`config.mk`:
```
export PLATFORM = sky130hd
export DESIGN_NAME = c_subset_lexer
export DESIGN_NICKNAME = d
export VERILOG_FILES = /design/src/rtl/core/c_sl_pkg.sv /design/src/rtl/core/c_sl_core.sv /design/src/rtl/core/c_sl_queue.sv /design/src/rtl/core/c_subset_lexer.sv
export SDC_FILE = /design/constraint.sdc
export NUM_CORES = 1
export LEC_CHECK = 0
export ABC_AREA = 1
export ABC_CLOCK_PERIOD_IN_PS = 4600
export BUFFER_PORTS_ARGS = -buffer_cell sky130_fd_sc_hd__buf_2
export CAP_MARGIN = 20
export CORE_MARGIN = 2
export CORE_UTILIZATION = 61
export CTS_CLUSTER_DIAMETER = 120
export DETAILED_ROUTE_END_ITERATION = 8
export PLACE_DENSITY = 0.78
export REMOVE_ABC_BUFFERS = 1
export SLEW_MARGIN = 20
export SYNTH_ARGS = -nofsm -noshare
export SYNTH_HDL_FRONTEND = slang
export SYNTH_SLANG_ARGS = --single-unit
```
`constraint.sdc`:
```
create_clock -name i_clk -period 4.6 [get_ports i_clk]
set_input_delay 0.23 -clock i_clk [delete_from_list [all_inputs] [get_ports i_clk]]
set_output_delay 0.23 -clock i_clk [all_outputs]
set_load 0.01 [all_outputs]
```
`src/rtl/core/c_sl_pkg.sv`:
```
// ============================================================================
// c_sl_pkg
// Shared types, token codes and keyword tables for the C subset lexer.
// ============================================================================
package c_sl_pkg;

    // Input beat: one source byte or the end-of-text marker.
    typedef struct packed {
        logic [7:0] ch;
        logic       end_of_text;
    } t_in_beat;

    // Output beat: one token.
    typedef struct packed {
        logic [2:0]  kind;
        logic [15:0] start_pos;
        logic [15:0] tok_len;
        logic [31:0] num_value;
        logic [15:0] punct_code;
        logic [1:0]  keyword_id;
        logic        last_of_text;
    } t_out_beat;

    // Tokens produced by one input beat, in delivery order.
    typedef struct packed {
        logic [1:0] count;
        t_out_beat  first;
        t_out_beat  second;
    } t_push;

    // Token kinds.
    localparam logic [2:0] KIND_NUMBER  = 3'd0;
    localparam logic [2:0] KIND_IDENT   = 3'd1;
    localparam logic [2:0] KIND_KEYWORD = 3'd2;
    localparam logic [2:0] KIND_PUNCT   = 3'd3;
    localparam logic [2:0] KIND_END     = 3'd4;
    localparam logic [2:0] KIND_ERROR   = 3'd5;

    // Keyword identifiers.
    localparam logic [1:0] KW_ID_RETURN = 2'd0;
    localparam logic [1:0] KW_ID_IF     = 2'd1;
    localparam logic [1:0] KW_ID_ELSE   = 2'd2;

    // Keyword spellings, first character in the top byte.
    localparam logic [47:0] KW_RETURN = "return";
    localparam logic [15:0] KW_IF     = "if";
    localparam logic [31:0] KW_ELSE   = "else";

    localparam logic [15:0] KW_LEN_RETURN = 16'd6;
    localparam logic [15:0] KW_LEN_IF     = 16'd2;
    localparam logic [15:0] KW_LEN_ELSE   = 16'd4;

    // Keeps only the keyword candidates whose character at idx equals c.
    function automatic logic [2:0] kw_filter(input logic [2:0]  mask,
                                             input logic [15:0] idx,
                                             input logic [7:0]  c);
        logic [2:0] res;
        logic [2:0] ret_sel;
        res     = 3'b000;
        ret_sel = 3'd5 - idx[2:0];
        if (mask[0] && idx < KW_LEN_RETURN && c == KW_RETURN[{ret_sel, 3'b000} +: 8]) begin
            res[0] = 1'b1;
        end
        if (mask[1] && idx < KW_LEN_IF && c == KW_IF[{~idx[0], 3'b000} +: 8]) begin
            res[1] = 1'b1;
        end
        if (mask[2] && idx < KW_LEN_ELSE && c == KW_ELSE[{~idx[1:0], 3'b000} +: 8]) begin
            res[2] = 1'b1;
        end
        return res;
    endfunction

endpackage

```
`src/rtl/core/c_sl_core.sv`:
```
// ============================================================================
// c_sl_core
// Lexer state and per-byte token logic: consumes one beat per cycle while
// i_fire is high and reports up to two finished tokens for the output queue.
// ============================================================================
module c_sl_core #(
    parameter int MAX_TEXT = 65536
) (
    input  logic              i_clk,
    input  logic              i_rst_n,
    input  logic              i_fire,
    input  c_sl_pkg::t_in_beat i_beat,
    output c_sl_pkg::t_push   o_push
);
    import c_sl_pkg::*;

    localparam int PW = $clog2(MAX_TEXT);
    localparam logic [PW-1:0] POS_MAX = PW'(MAX_TEXT - 1);

    typedef enum logic [4:0] {
        MODE_IDLE  = 5'b00001,
        MODE_NUM   = 5'b00010,
        MODE_IDENT = 5'b00100,
        MODE_HELD  = 5'b01000,
        MODE_ERR   = 5'b10000
    } t_lex_mode;

    t_lex_mode     r_mode,  n_mode;
    logic [PW-1:0] r_pos,   n_pos;
    logic [15:0]   r_start, n_start;
    logic [15:0]   r_len,   n_len;
    logic [63:0]   r_acc,   n_acc;
    logic [2:0]    r_kwm,   n_kwm;
    logic [7:0]    r_held,  n_held;

    function automatic logic is_space(input logic [7:0] c);
        return c == 8'd32 || (c >= 8'd9 && c <= 8'd13);
    endfunction

    function automatic logic is_digit(input logic [7:0] c);
        return c >= "0" && c <= "9";
    endfunction

    function automatic logic is_alpha_u(input logic [7:0] c);
        return (c >= "a" && c <= "z") || (c >= "A" && c <= "Z") || c == "_";
    endfunction

    function automatic logic is_punct(input logic [7:0] c);
        return (c >= 8'd33 && c <= 8'd47) || (c >= 8'd58 && c <= 8'd64) ||
               (c >= 8'd91 && c <= 8'd96) || (c >= 8'd123 && c <= 8'd126);
    endfunction

    logic [7:0]  c;
    logic [15:0] pos16;
    logic [PW-1:0] pos_adv;
    logic [15:0] len_grow;
    logic [7:0]  digit;
    logic [67:0] acc_x10;
    logic        has_flush;
    t_out_beat   flush_res;
    logic        emit_a, emit_b;
    t_out_beat   res_a, res_b;
    logic        cont;

    assign c        = i_beat.ch;
    assign pos16    = 16'(r_pos);
    assign pos_adv  = (r_pos < POS_MAX) ? r_pos + PW'(1) : r_pos;
    assign len_grow = (r_len != 16'hFFFF) ? r_len + 16'd1 : r_len;
    assign digit    = c - "0";

    // Decimal accumulate with saturation at all ones.
    assign acc_x10 = ({4'b0000, r_acc} << 3) + ({4'b0000, r_acc} << 1) + {60'd0, digit};

    // Token that the pending state turns into when it ends.
    always_comb begin
        flush_res = '0;
        has_flush = 1'b0;
        unique case (r_mode)
            MODE_NUM: begin
                has_flush           = 1'b1;
                flush_res.kind      = KIND_NUMBER;
                flush_res.start_pos = r_start;
                flush_res.tok_len   = r_len;
                flush_res.num_value = r_acc[31:0];
            end
            MODE_IDENT: begin
                has_flush           = 1'b1;
                flush_res.kind      = KIND_IDENT;
                flush_res.start_pos = r_start;
                flush_res.tok_len   = r_len;
                priority if (r_kwm[2] && r_len == KW_LEN_ELSE) begin
                    flush_res.kind       = KIND_KEYWORD;
                    flush_res.keyword_id = KW_ID_ELSE;
                end else if (r_kwm[1] && r_len == KW_LEN_IF) begin
                    flush_res.kind       = KIND_KEYWORD;
                    flush_res.keyword_id = KW_ID_IF;
                end else if (r_kwm[0] && r_len == KW_LEN_RETURN) begin
                    flush_res.kind       = KIND_KEYWORD;
                    flush_res.keyword_id = KW_ID_RETURN;
                end else begin
                    flush_res.keyword_id = KW_ID_RETURN;
                end
            end
            MODE_HELD: begin
                has_flush            = 1'b1;
                flush_res.kind       = KIND_PUNCT;
                flush_res.start_pos  = r_start;
                flush_res.tok_len    = 16'd1;
                flush_res.punct_code = {8'h00, r_held};
            end
            default: begin
                has_flush = 1'b0;
            end
        endcase
    end

    // Per-beat next state and token generation.
    always_comb begin
        n_mode  = r_mode;
        n_pos   = r_pos;
        n_start = r_start;
        n_len   = r_len;
        n_acc   = r_acc;
        n_kwm   = r_kwm;
        n_held  = r_held;
        emit_a  = 1'b0;
        emit_b  = 1'b0;
        res_a   = flush_res;
        res_b   = '0;
        cont    = 1'b0;

        if (i_fire) begin
            if (i_beat.end_of_text) begin
                // End marker: flush, emit the end token, return to reset state.
                emit_a             = has_flush;
                emit_b             = 1'b1;
                res_b.kind         = KIND_END;
                res_b.start_pos    = pos16;
                res_b.last_of_text = 1'b1;
                n_mode  = MODE_IDLE;
                n_pos   = '0;
                n_start = '0;
                n_len   = '0;
                n_acc   = '0;
                n_kwm   = 3'b111;
                n_held  = '0;
            end else if (r_mode == MODE_ERR) begin
                n_pos = pos_adv;
            end else begin
                n_pos = pos_adv;
                if (r_mode == MODE_HELD && c == "=") begin
                    emit_b           = 1'b1;
                    res_b.kind       = KIND_PUNCT;
                    res_b.start_pos  = r_start;
                    res_b.tok_len    = 16'd2;
                    res_b.punct_code = {8'h3D, r_held};
                    n_mode           = MODE_IDLE;
                    cont             = 1'b1;
                end else if (r_mode == MODE_NUM && is_digit(c)) begin
                    n_acc = (acc_x10[67:64] != 4'd0) ? '1 : acc_x10[63:0];
                    n_len = len_grow;
                    cont  = 1'b1;
                end else if (r_mode == MODE_IDENT && (is_alpha_u(c) || is_digit(c))) begin
                    n_kwm = kw_filter(r_kwm, r_len, c);
                    n_len = len_grow;
                    cont  = 1'b1;
                end

                if (!cont) begin
                    // The pending token ends; the byte starts over from idle.
                    emit_a = has_flush;
                    n_mode = MODE_IDLE;
                    priority if (is_space(c)) begin
                        n_mode = MODE_IDLE;
                    end else if (is_digit(c)) begin
                        n_mode  = MODE_NUM;
                        n_start = pos16;
                        n_len   = 16'd1;
                        n_acc   = {56'd0, digit};
                    end else if (is_alpha_u(c)) begin
                        n_mode  = MODE_IDENT;
                        n_start = pos16;
                        n_len   = 16'd1;
                        n_kwm   = kw_filter(3'b111, 16'd0, c);
                    end else if (is_punct(c)) begin
                        if (c == "=" || c == "!" || c == "<" || c == ">") begin
                            n_mode  = MODE_HELD;
                            n_start = pos16;
                            n_held  = c;
                        end else begin
                            emit_b           = 1'b1;
                            res_b.kind       = KIND_PUNCT;
                            res_b.start_pos  = pos16;
                            res_b.tok_len    = 16'd1;
                            res_b.punct_code = {8'h00, c};
                        end
                    end else begin
                        emit_b          = 1'b1;
                        res_b.kind      = KIND_ERROR;
                        res_b.start_pos = pos16;
                        res_b.tok_len   = 16'd1;
                        n_mode          = MODE_ERR;
                    end
                end
            end
        end

        // Pack the tokens in order, the flushed one first.
        o_push.count  = {1'b0, emit_a} + {1'b0, emit_b};
        o_push.first  = emit_a ? res_a : res_b;
        o_push.second = res_b;
    end

    // State registers.
    always_ff @(posedge i_clk) begin
        if (!i_rst_n) begin
            r_mode  <= MODE_IDLE;
            r_pos   <= '0;
            r_start <= '0;
            r_len   <= '0;
            r_acc   <= '0;
            r_kwm   <= 3'b111;
            r_held  <= '0;
        end else begin
            r_mode  <= n_mode;
            r_pos   <= n_pos;
            r_start <= n_start;
            r_len   <= n_len;
            r_acc   <= n_acc;
            r_kwm   <= n_kwm;
            r_held  <= n_held;
        end
    end

endmodule

```
`src/rtl/core/c_sl_queue.sv`:
```
// ============================================================================
// c_sl_queue
// Four-entry token queue: takes up to two tokens per cycle, gives one
// beat per cycle unless stalled, stalls input if fewer than two are free.
// ============================================================================
module c_sl_queue (
    input  logic                i_clk,
    input  logic                i_rst_n,
    input  c_sl_pkg::t_push     i_push,
    output logic                o_full,
    output logic                o_valid,
    output c_sl_pkg::t_out_beat o_data,
    input  logic                i_stall
);
    import c_sl_pkg::*;

    localparam int DEPTH = 4;
    localparam int AW    = $clog2(DEPTH);

    t_out_beat     r_mem [DEPTH];
    logic [AW-1:0] r_wp, n_wp;
    logic [AW-1:0] r_rp, n_rp;
    logic [AW:0]   r_cnt, n_cnt;
    logic          pop;
    logic [AW-1:0] wp_next;

    assign o_valid = (r_cnt != '0);
    assign o_data  = r_mem[r_rp];
    assign o_full  = (r_cnt > (AW + 1)'(DEPTH - 2));
    assign pop     = o_valid && !i_stall;
    assign wp_next = r_wp + AW'(1);

    // Pointer and occupancy update.
    always_comb begin
        n_wp  = r_wp + AW'(i_push.count);
        n_rp  = pop ? r_rp + AW'(1) : r_rp;
        n_cnt = r_cnt + (AW + 1)'(i_push.count) - (AW + 1)'(pop);
    end

    always_ff @(posedge i_clk) begin
        if (!i_rst_n) begin
            r_wp  <= '0;
            r_rp  <= '0;
            r_cnt <= '0;
        end else begin
            r_wp  <= n_wp;
            r_rp  <= n_rp;
            r_cnt <= n_cnt;
        end
    end

    // Token storage, written at the tail and the slot after it.
    always_ff @(posedge i_clk) begin
        if (i_push.count != 2'd0) begin
            r_mem[r_wp] <= i_push.first;
        end
        if (i_push.count == 2'd2) begin
            r_mem[wp_next] <= i_push.second;
        end
    end

endmodule

```
`src/rtl/core/c_subset_lexer.sv`:
```
// ============================================================================
// c_subset_lexer
// Streaming tokenizer for a small C subset: one source byte per beat in,
// tokens out in order with an end token after each text.
// ============================================================================
//  Channel | Direction | Handshake          | Beat
//  --------+-----------+--------------------+---------------------------
//  input   | in        | i_valid / o_stall  | t_in_beat  (byte or end)
//  output  | out       | o_valid / i_stall  | t_out_beat (one token)
//
// One input beat is taken per cycle while o_stall is low; its tokens enter
// the output queue at the edge that accepts it, so the first can leave in
// the next cycle, then one per cycle while i_stall is low. A beat yields at
// most two tokens, so input stalls if fewer than two of four slots are free.
// Reset is synchronous and clears the lexer state and the queue.
// Output stalls only back up the queue; no token is lost or repeated.
// ============================================================================
module c_subset_lexer #(
    parameter int MAX_TEXT = 65536
) (
    input  logic                i_clk,
    input  logic                i_rst_n,
    input  logic                i_valid,
    output logic                o_stall,
    input  c_sl_pkg::t_in_beat  i_data,
    output logic                o_valid,
    input  logic                i_stall,
    output c_sl_pkg::t_out_beat o_data
);
    import c_sl_pkg::*;

    t_push push;
    logic  full;
    logic  fire;

    assign o_stall = full;
    assign fire    = i_valid && !full;

    // Lexer state and token logic.
    c_sl_core #(
        .MAX_TEXT(MAX_TEXT)
    ) u_core (
        .i_clk  (i_clk),
        .i_rst_n(i_rst_n),
        .i_fire (fire),
        .i_beat (i_data),
        .o_push (push)
    );

    // Output token queue.
    c_sl_queue u_queue (
        .i_clk  (i_clk),
        .i_rst_n(i_rst_n),
        .i_push (push),
        .o_full (full),
        .o_valid(o_valid),
        .o_data (o_data),
        .i_stall(i_stall)
    );

endmodule
```
==> summary.md, run 1 <==
| Metric | Value |
|---|---|
| Synth-to-layout area growth | `8.64%` |
| Worst Setup Slack, final | `0.506 ns` |
| HPWL after DPL | `56.3 mm` |
| Clock root cell | `clkbuf_16` |
| Vias per cell | `5.97` |
| Num CTS Buffers | `between 40 and 50` |
| Chip Width | `219 um` |
| Share of cells above drive strength 1 | `7.30%` |
| Worst slew margin | `between 20% and 30%` |
| Post-synthesis xor/xnor area fraction | `1.80%` |
| Multiplexer share of the synthesized area | `0%` |
| Die Y | `219 um` |
| Post-Synth Simple-Gate Area | `between 20% and 30%` |
| Switching power | `around 3.7 mW` |
| WS Path Type | `reg -> reg` |
| I/O Buffers | `slightly below 100` |
| Final setup violation count | `0` |
| Final instance area | `between 30000 and 40000 um2` |
| DP Area | `29100 um2` |
| Sw frac | `33.4%` |
| RSZ-0062 raised after global routing | `false` |
| F_max | `0.244 GHz` |
| CTS tree | `yes` |
| Asr flop ratio synth | `0%` |
| Clk sinks | `453` |
| Yosys warnings | `0` |
| Period utilization | `89.0%` |
| Clock Power Share | `36.1%` |
| VDD IR-drop max | `about 0.35 mV` |
| Post-synth top flop | `dfxtp_1` |
| Internal power | `7.36 mW` |
| First-pass GRT wire length | `134 mm` |
| Seq pwr share | `40.4%` |
| GRT Overall Usage | `about a third` |
| Synthesized instance count | `4067` |
| Reg clk slew, reported paths | `0.07 ns` |
| Mean area per synthesized cell | `6.96 um2` |
| Status | `finished, final reports clean` |
| Largest family of logic cells by synthesized area | `simple AND/OR/NAND/NOR gates` |
| Initial DRT Pass Iterations | `5` |
| Post-synthesis compound-gate area fraction | `19.6%` |
| Initial core utilization | `62.1%` |
| Post-CTS resize count | `0` |
| Logic gate share of total power | `23.5%` |
| Leading area contributor after synthesis | `dfxtp_1` |
| Yosys top cell area share | `23.3%` |
| Critical Path Fanout Max | `32` |
| Final min period | `4.09 ns` |
| Worst-Skew Late Latency | `0.62 ns` |
| Synth unique cells | `50` |
| Post-place setup slack | `0.0947 ns` |
| Core box area | `45600 um2` |
| Residual DRC count | `0` |
| Startpoint types | `register` |
| Synth Cell Area | `between 20000 and 30000 um2` |
| Leakage | `13.8 nW` |
| Via count | `28000` |
| Power Density | `approximately 360 nW/um2` |
| Fin. max-slew vios | `0` |
| DRT iter0 DRCs | `3441` |
| Arrival time worst endpoint | `between 4 and 5 ns` |
| Per-cell routed wire length | `approximately 18 um` |
| Initial antenna violation count | `0` |
| I/O pins | `101` |
| HP Class | `in -> reg` |
| Hold Slack | `around 0.15 ns` |
| Top cells by area, synth | `dfxtp_1 23%, nand2_1 14%, edfxtp_1 13%, o21ai_0 6.8%, nor2_1 6.7%` |
| Max-cap violations | `0` |
| Seq/Total Area, Yosys | `36.4%` |
| Fillers | `4096` |
| Setup crit end kind | `register` |
| DRT antenna net count | `0` |
| Ant. Diodes | `0` |
| Post-layout nets | `4222` |
| Yosys reg bits | `roughly 450` |
| Synth Area in Adders | `6.77%` |
| Largest net degree at the start of global routing | `~90` |
| Vias in the first global route | `25600` |
| H-tree Lvls | `2` |
| WL final | `83.5 mm` |
| Worst-margin pin slew | `approximately 1.2 ns` |
| DIE AREA | `48100 um2` |
| Final Hold Viols | `0` |
| Clock Tree Buf Depth | `3` |
| Grt ovf | `0` |
| Clock Skew | `0.0354 ns` |
| Gpl congestion | `0.999` |
| Number of synthesized flops with an enable pin | `124` |
| CP required | `5.03 ns` |
| Number of placement rows | `78` |
critical path: stages (launching register included):
cell and delay, ns:
dfxtp_1 0.34, nor2_1 0.18, inv_1 0.07, nor2_2 0.23, inv_2 0.18, nand2_1 0.21, inv_1 0.12, a21oi_1 0.23
nand2_4 0.07, inv_1 0.07, ha_1 0.17, inv_1 0.06, nor2_1 0.80, inv_1 0.16, nand2_1 0.16, buf_4 0.47
o21ai_1 0.20, nor3_1 0.19
kinds of logic after synthesis:
kind of cell | after synthesis
flip-flops | 453
AO/OA/AOI/OAI | 952
buffers and inverters | 560
adder cells (fa/ha/maj) | 149
XOR/XNOR | 58
AND/OR/NAND/NOR | 1894
other | 1
cell usage in the layout, fill, tap and decap left out, types with 4 or more instances in the layout:
cell type  count
a21oi_1      251
a22o_1       104
a31oi_1       13
and3_1         5
buf_2         97
buf_4         55
clkbuf_1      15
clkbuf_16     49
clkbuf_8       9
clkinv_2       7
dfxtp_1      327
edfxtp_1     124
fa_1           7
ha_1         142
inv_1        327
inv_2         15
nand2_1     1045
nand3_1      182
nand4_1       46
nor2_1       505
nor2_2        21
nor2_4         4
nor3_1        40
nor3_2         9
nor4_1        16
o211ai_1      67
o21a_1         4
o21ai_0      387
o21ai_1        7
o21bai_1      27
o22ai_1       80
or2_2          7
xnor2_1       17
xor2_1        41
per-layer routing:
| layer | track usage, % | vias up | part of all wire (%) |
|---|---|---|---|
| li1 | - | 13600 | - |
| met1 | 50.7 | 12900 | 45 |
| met2 | 51.6 | 1343 | 43 |
| met3 | 5.90 | 155 | 10 |
| met4 | 9.91 | 0 | 2.3 |
| met5 | 0 | - | 0 |
metrics by stage:
step	TNS, ns	cells	util [%]	total power, mW
2_1_floorplan	-2626.79	3855	-	6.06
3_5_place_dp	0	4608	63.8	7.08
6_report	0	4698	67.5	11.1
3_3_place_gp	0	4608	63.8	7.05
5_1_grt	0	4698	67.5	11.5
4_1_cts	0	4698	67.4	11.0
area by class of cell:
type / instances / area, um2 / area share, %
clock buffer: 74 / 1410 / 4.60
clock inverter: 14 / 209 / 0.680
inverter: 346 / 1310 / 4.26
multi-input combinational: 3056 / 15800 / 51.4
sequential: 453 / 10300 / 33.6
tap: 600 / 751 / 2.44
timing repair buffer: 155 / 938 / 3.05
synth_stat cells (7+ instances only):
master    count
a21oi_1     251
buf_2        19
o21ai_0     387
nor2_2       20
nand2_1    1047
clkbuf_1    164
o21bai_1     27
or2_2         7
inv_2        15
ha_1        142
nor4_1       17
o211ai_1     67
o22ai_1      80
buf_4        12
nor2_1      508
a31oi_1      13
inv_1       330
o21ai_1       7
fa_1          7
dfxtp_1     329
nor3_1       43
buf_1        11
xor2_1       41
nand4_1      46
a22o_1      104
xnor2_1      17
buf_6         8
edfxtp_1    124
nand3_1     182
registers in the layout, summed over array words and instances (netlist names), named ones only:
| signal | cells |
|---|---|
| u_queue.r_mem | 316 |
| u_core.r_acc | 64 |
| u_core.pos16 | 16 |
| u_core.r_len | 16 |
| u_core.r_start | 16 |
| u_core.r_held | 8 |
| u_core.r_mode | 5 |
| u_core.r_kwm | 3 |
| u_queue.r_cnt | 3 |
| u_queue.r_rp | 2 |
| u_queue.r_wp | 2 |
what timing repair did:
action / in CTS / in global routing
hold buffers: 2 / 0
hold endpoints to repair: 6 / 0
setup buffers: 0 / 0
power by group through the flow:
stage | Combinational [mW] | Clock, mW | Sequential, mW
after floorplan | 1.52 | 0 | 4.55
after global placement | 2.51 | 0 | 4.54
after detailed placement | 2.54 | 0 | 4.54
after CTS | 2.55 | 4.03 | 4.46
after global routing | 2.82 | 4.19 | 4.48
final | 2.59 | 3.99 | 4.47
final timing paths:
path / startpoint / end / slack, ns / cells after the start
min: i_valid / u_core.r_kwm[2] / 0.15 / 5
max reg2reg: u_core.r_mode[2] / u_queue.r_mem[0][85] / 0.51 / 17
max: u_core.r_mode[2] / u_queue.r_mem[0][85] / 0.51 / 17
min reg2reg: u_queue.r_mem[2][24] / u_queue.r_mem[2][24] / 0.45 / 2
Power figures use the tool's default switching activity.
==> run 2: changes to the inputs <==
CORE_UTILIZATION = 55   (was 61)
PLACE_DENSITY = 0.71   (was 0.78)
==> summary.md, run 2 (synthesis gave the netlist of run 1 again) <==
| Metric | Value |
|---|---|
| Status | `finished, final reports clean` |
| Via count | `27700` |
| CTS tree | `yes` |
| Gpl congestion | `approximately 0.99` |
| Final instance area | `30900 um2` |
| Worst R2R Path Depth | `15` |
| Commonest non-fill, non-tap cell in the layout | `nand2_1` |
| Buf/Inv on CP | `6` |
| Critical Path Fanout Max | `24` |
| Vias per cell | `5.80` |
| Max reg flops | `316` |
| Grt ovf | `0` |
| Worst slew margin | `about a quarter` |
| WS Path Type | `reg -> reg` |
| CP max stage cell | `nor2_1` |
| Clock Tree Buf Depth | `3` |
| DP Area | `29200 um2` |
| Multi-input gate area | `15800 um2` |
| Initial antenna violation count | `1` |
| Worst-Skew Late Latency | `0.61 ns` |
| Power Density | `361 nW/um2` |
| Cts hold-fix bufs | `2` |
| Sum Neg Setup Slack | `0 ns` |
| Initial DRT Pass Iterations | `6` |
| DRT iter0 DRCs | `3157` |
| Reg2Reg Setup Slack | `0.55 ns` |
| CP required | `5.09 ns` |
| Post-CTS setup buffers | `0` |
| HP Class | `in -> reg` |
| Biggest register | `u_queue.r_mem` |
| Die Y | `231 um` |
| Top Registers | `u_queue.r_mem x316, u_core.r_acc x64` |
| Slowest stage delay, CP | `0.84 ns` |
| Initial core utilization | `55.4%` |
| Synth-to-layout area growth | `9.24%` |
| Post-place setup slack | `around 0.31 ns` |
| I/O Buffers | `97` |
| Residual DRC count | `0` |
| CP cell instances | `a21oi_1, nand2_1, nor2_1, clkinv_2, a21oi_1, nand2_4, inv_1, ha_1, inv_1, nor2_1, inv_1, nand2_1, inv_2, buf_12, a22o_1` |
| Period utilization | `88.1%` |
| Critical Path Most Common Cell | `inv_1` |
| First-pass GRT wire length | `137 mm` |
| Per-cell routed wire length | `roughly 18 um` |
| HPWL after DPL | `57.4 mm` |
| Reg area | `10300 um2` |
| Chip Width | `231 um` |
| Ant. Diodes | `0` |
| Startpoint types | `register` |
| Top delay family on crit path | `simple AND/OR/NAND/NOR gates` |
| Largest net degree at the start of global routing | `159` |
| Clk sinks | `around 450` |
| Depth of the worst hold-timing path | `5` |
| Reg clk slew, reported paths | `0.06 ns` |
| Fillers | `4822` |
| DRT antenna net count | `0` |
| RSZ-0062 raised after global routing | `false` |
| Arrival time worst endpoint | `4.54 ns` |
| Hold Path Origin | `i_valid` |
| Final Hold Viols | `0` |
| Hold Path End | `u_core.r_kwm[0]` |
| Number of placement rows | `83` |
| F_max | `0.247 GHz` |
| Commonest cells after routing, fill and taps aside | `1045 x nand2_1, 505 x nor2_1, 387 x o21ai_0` |
| Clock Skew | `0.0284 ns` |
| Clock root cell | `clkbuf_16` |
| R2R Path End | `u_queue.r_mem[0][40]` |
| WL final | `~85 mm` |
| Share of cells above drive strength 1 | `approximately 7.4%` |
| Post-CTS resize count | `0` |
| Final min period | `4.05 ns` |
| RR Startpoint | `u_queue.r_cnt[2]` |
| Worst-margin pin slew | `between 1 and 1.5 ns` |
| I/O pins | `101` |
| Setup crit end kind | `register` |
| Post-layout nets | `4221` |
| Final setup violation count | `0` |
| Num CTS Buffers | `49` |
| Vias in the first global route | `25700` |
| PnR Total Power | `~11 mW` |
| H-tree Lvls | `2` |
| Critical path depth in cells | `15` |
| GRT Overall Usage | `31.6%` |
| DIE AREA | `roughly 53000 um2` |
| Core box area | `~50000 um2` |
| Fin. max-slew vios | `0` |
| Leakage | `13.9 nW` |
| Worst Setup Slack, final | `0.545 ns` |
| Max-cap violations | `0` |
| VDD IR-drop max | `0.498 mV` |
| Hold Slack | `0.138 ns` |
[run 2: cell types whose count changed in the layout (fill, tap and decap cells not counted), sizes merged]
cell	before	now
buf	153	151
clkbuf	74	71
clkinvlp	1	3
clkinv	11	15
[run 2: per-layer routing]
metal	vias to the layer above	wire [um]	GRT usage [%]
li1	13600	-	-
met1	12800	39700	46.0
met2	1101	36400	48.7
met3	142	7030	5.01
met4	2	1950	8.39
met5	-	7	0
[run 2: final cells by class]
cell class	instances	area share (%)
timing repair buffer	153	3.12
clock buffer	71	4.70
inverter	346	4.23
sequential	453	33.4
multi-input combinational	3056	51.1
clock inverter	20	0.688
tap	680	2.75
[run 2: through the flow]
step                      utilization [%]  std cells
final                                60.5       4779
after global routing                 60.5       4779
after CTS                            60.5       4779
after detailed placement             57.2       4686
after global placement               57.2       4686
after floorplan                         -       3855
[run 2: worst max path at each step]
stage | start | end | slack, ns
2_1_floorplan | u_queue.r_cnt[0] | u_queue.r_mem[1][20] | -6.32
3_3_place_gp | i_data[5] | u_core.r_acc[36] | 0.35
3_5_place_dp | i_data[5] | u_core.r_acc[30] | 0.31
4_1_cts | u_core.r_acc[0] | u_core.r_acc[35] | 0.63
5_1_grt | u_core.r_mode[0] | u_queue.r_mem[0][85] | 0.21
6_report | u_queue.r_cnt[2] | u_queue.r_mem[0][40] | 0.55
[run 2: where the power goes]
part           internal, mW  switching [mW]  total [mW]
combinational         0.745            1.91        2.65
sequential             4.32          0.0986        4.42
clock                  2.37            1.73        4.09
total                  7.43            3.73        11.2
[run 2: worst reg2reg max path, delay by kind of cell, from the launching register on]
family,cells,cell delay (ns)
buffers and inverters,6,0.94
AO/OA/AOI/OAI,3,0.80
adder cells (fa/ha/maj),1,0.16
flip-flops,1,0.33
AND/OR/NAND/NOR,5,1.68
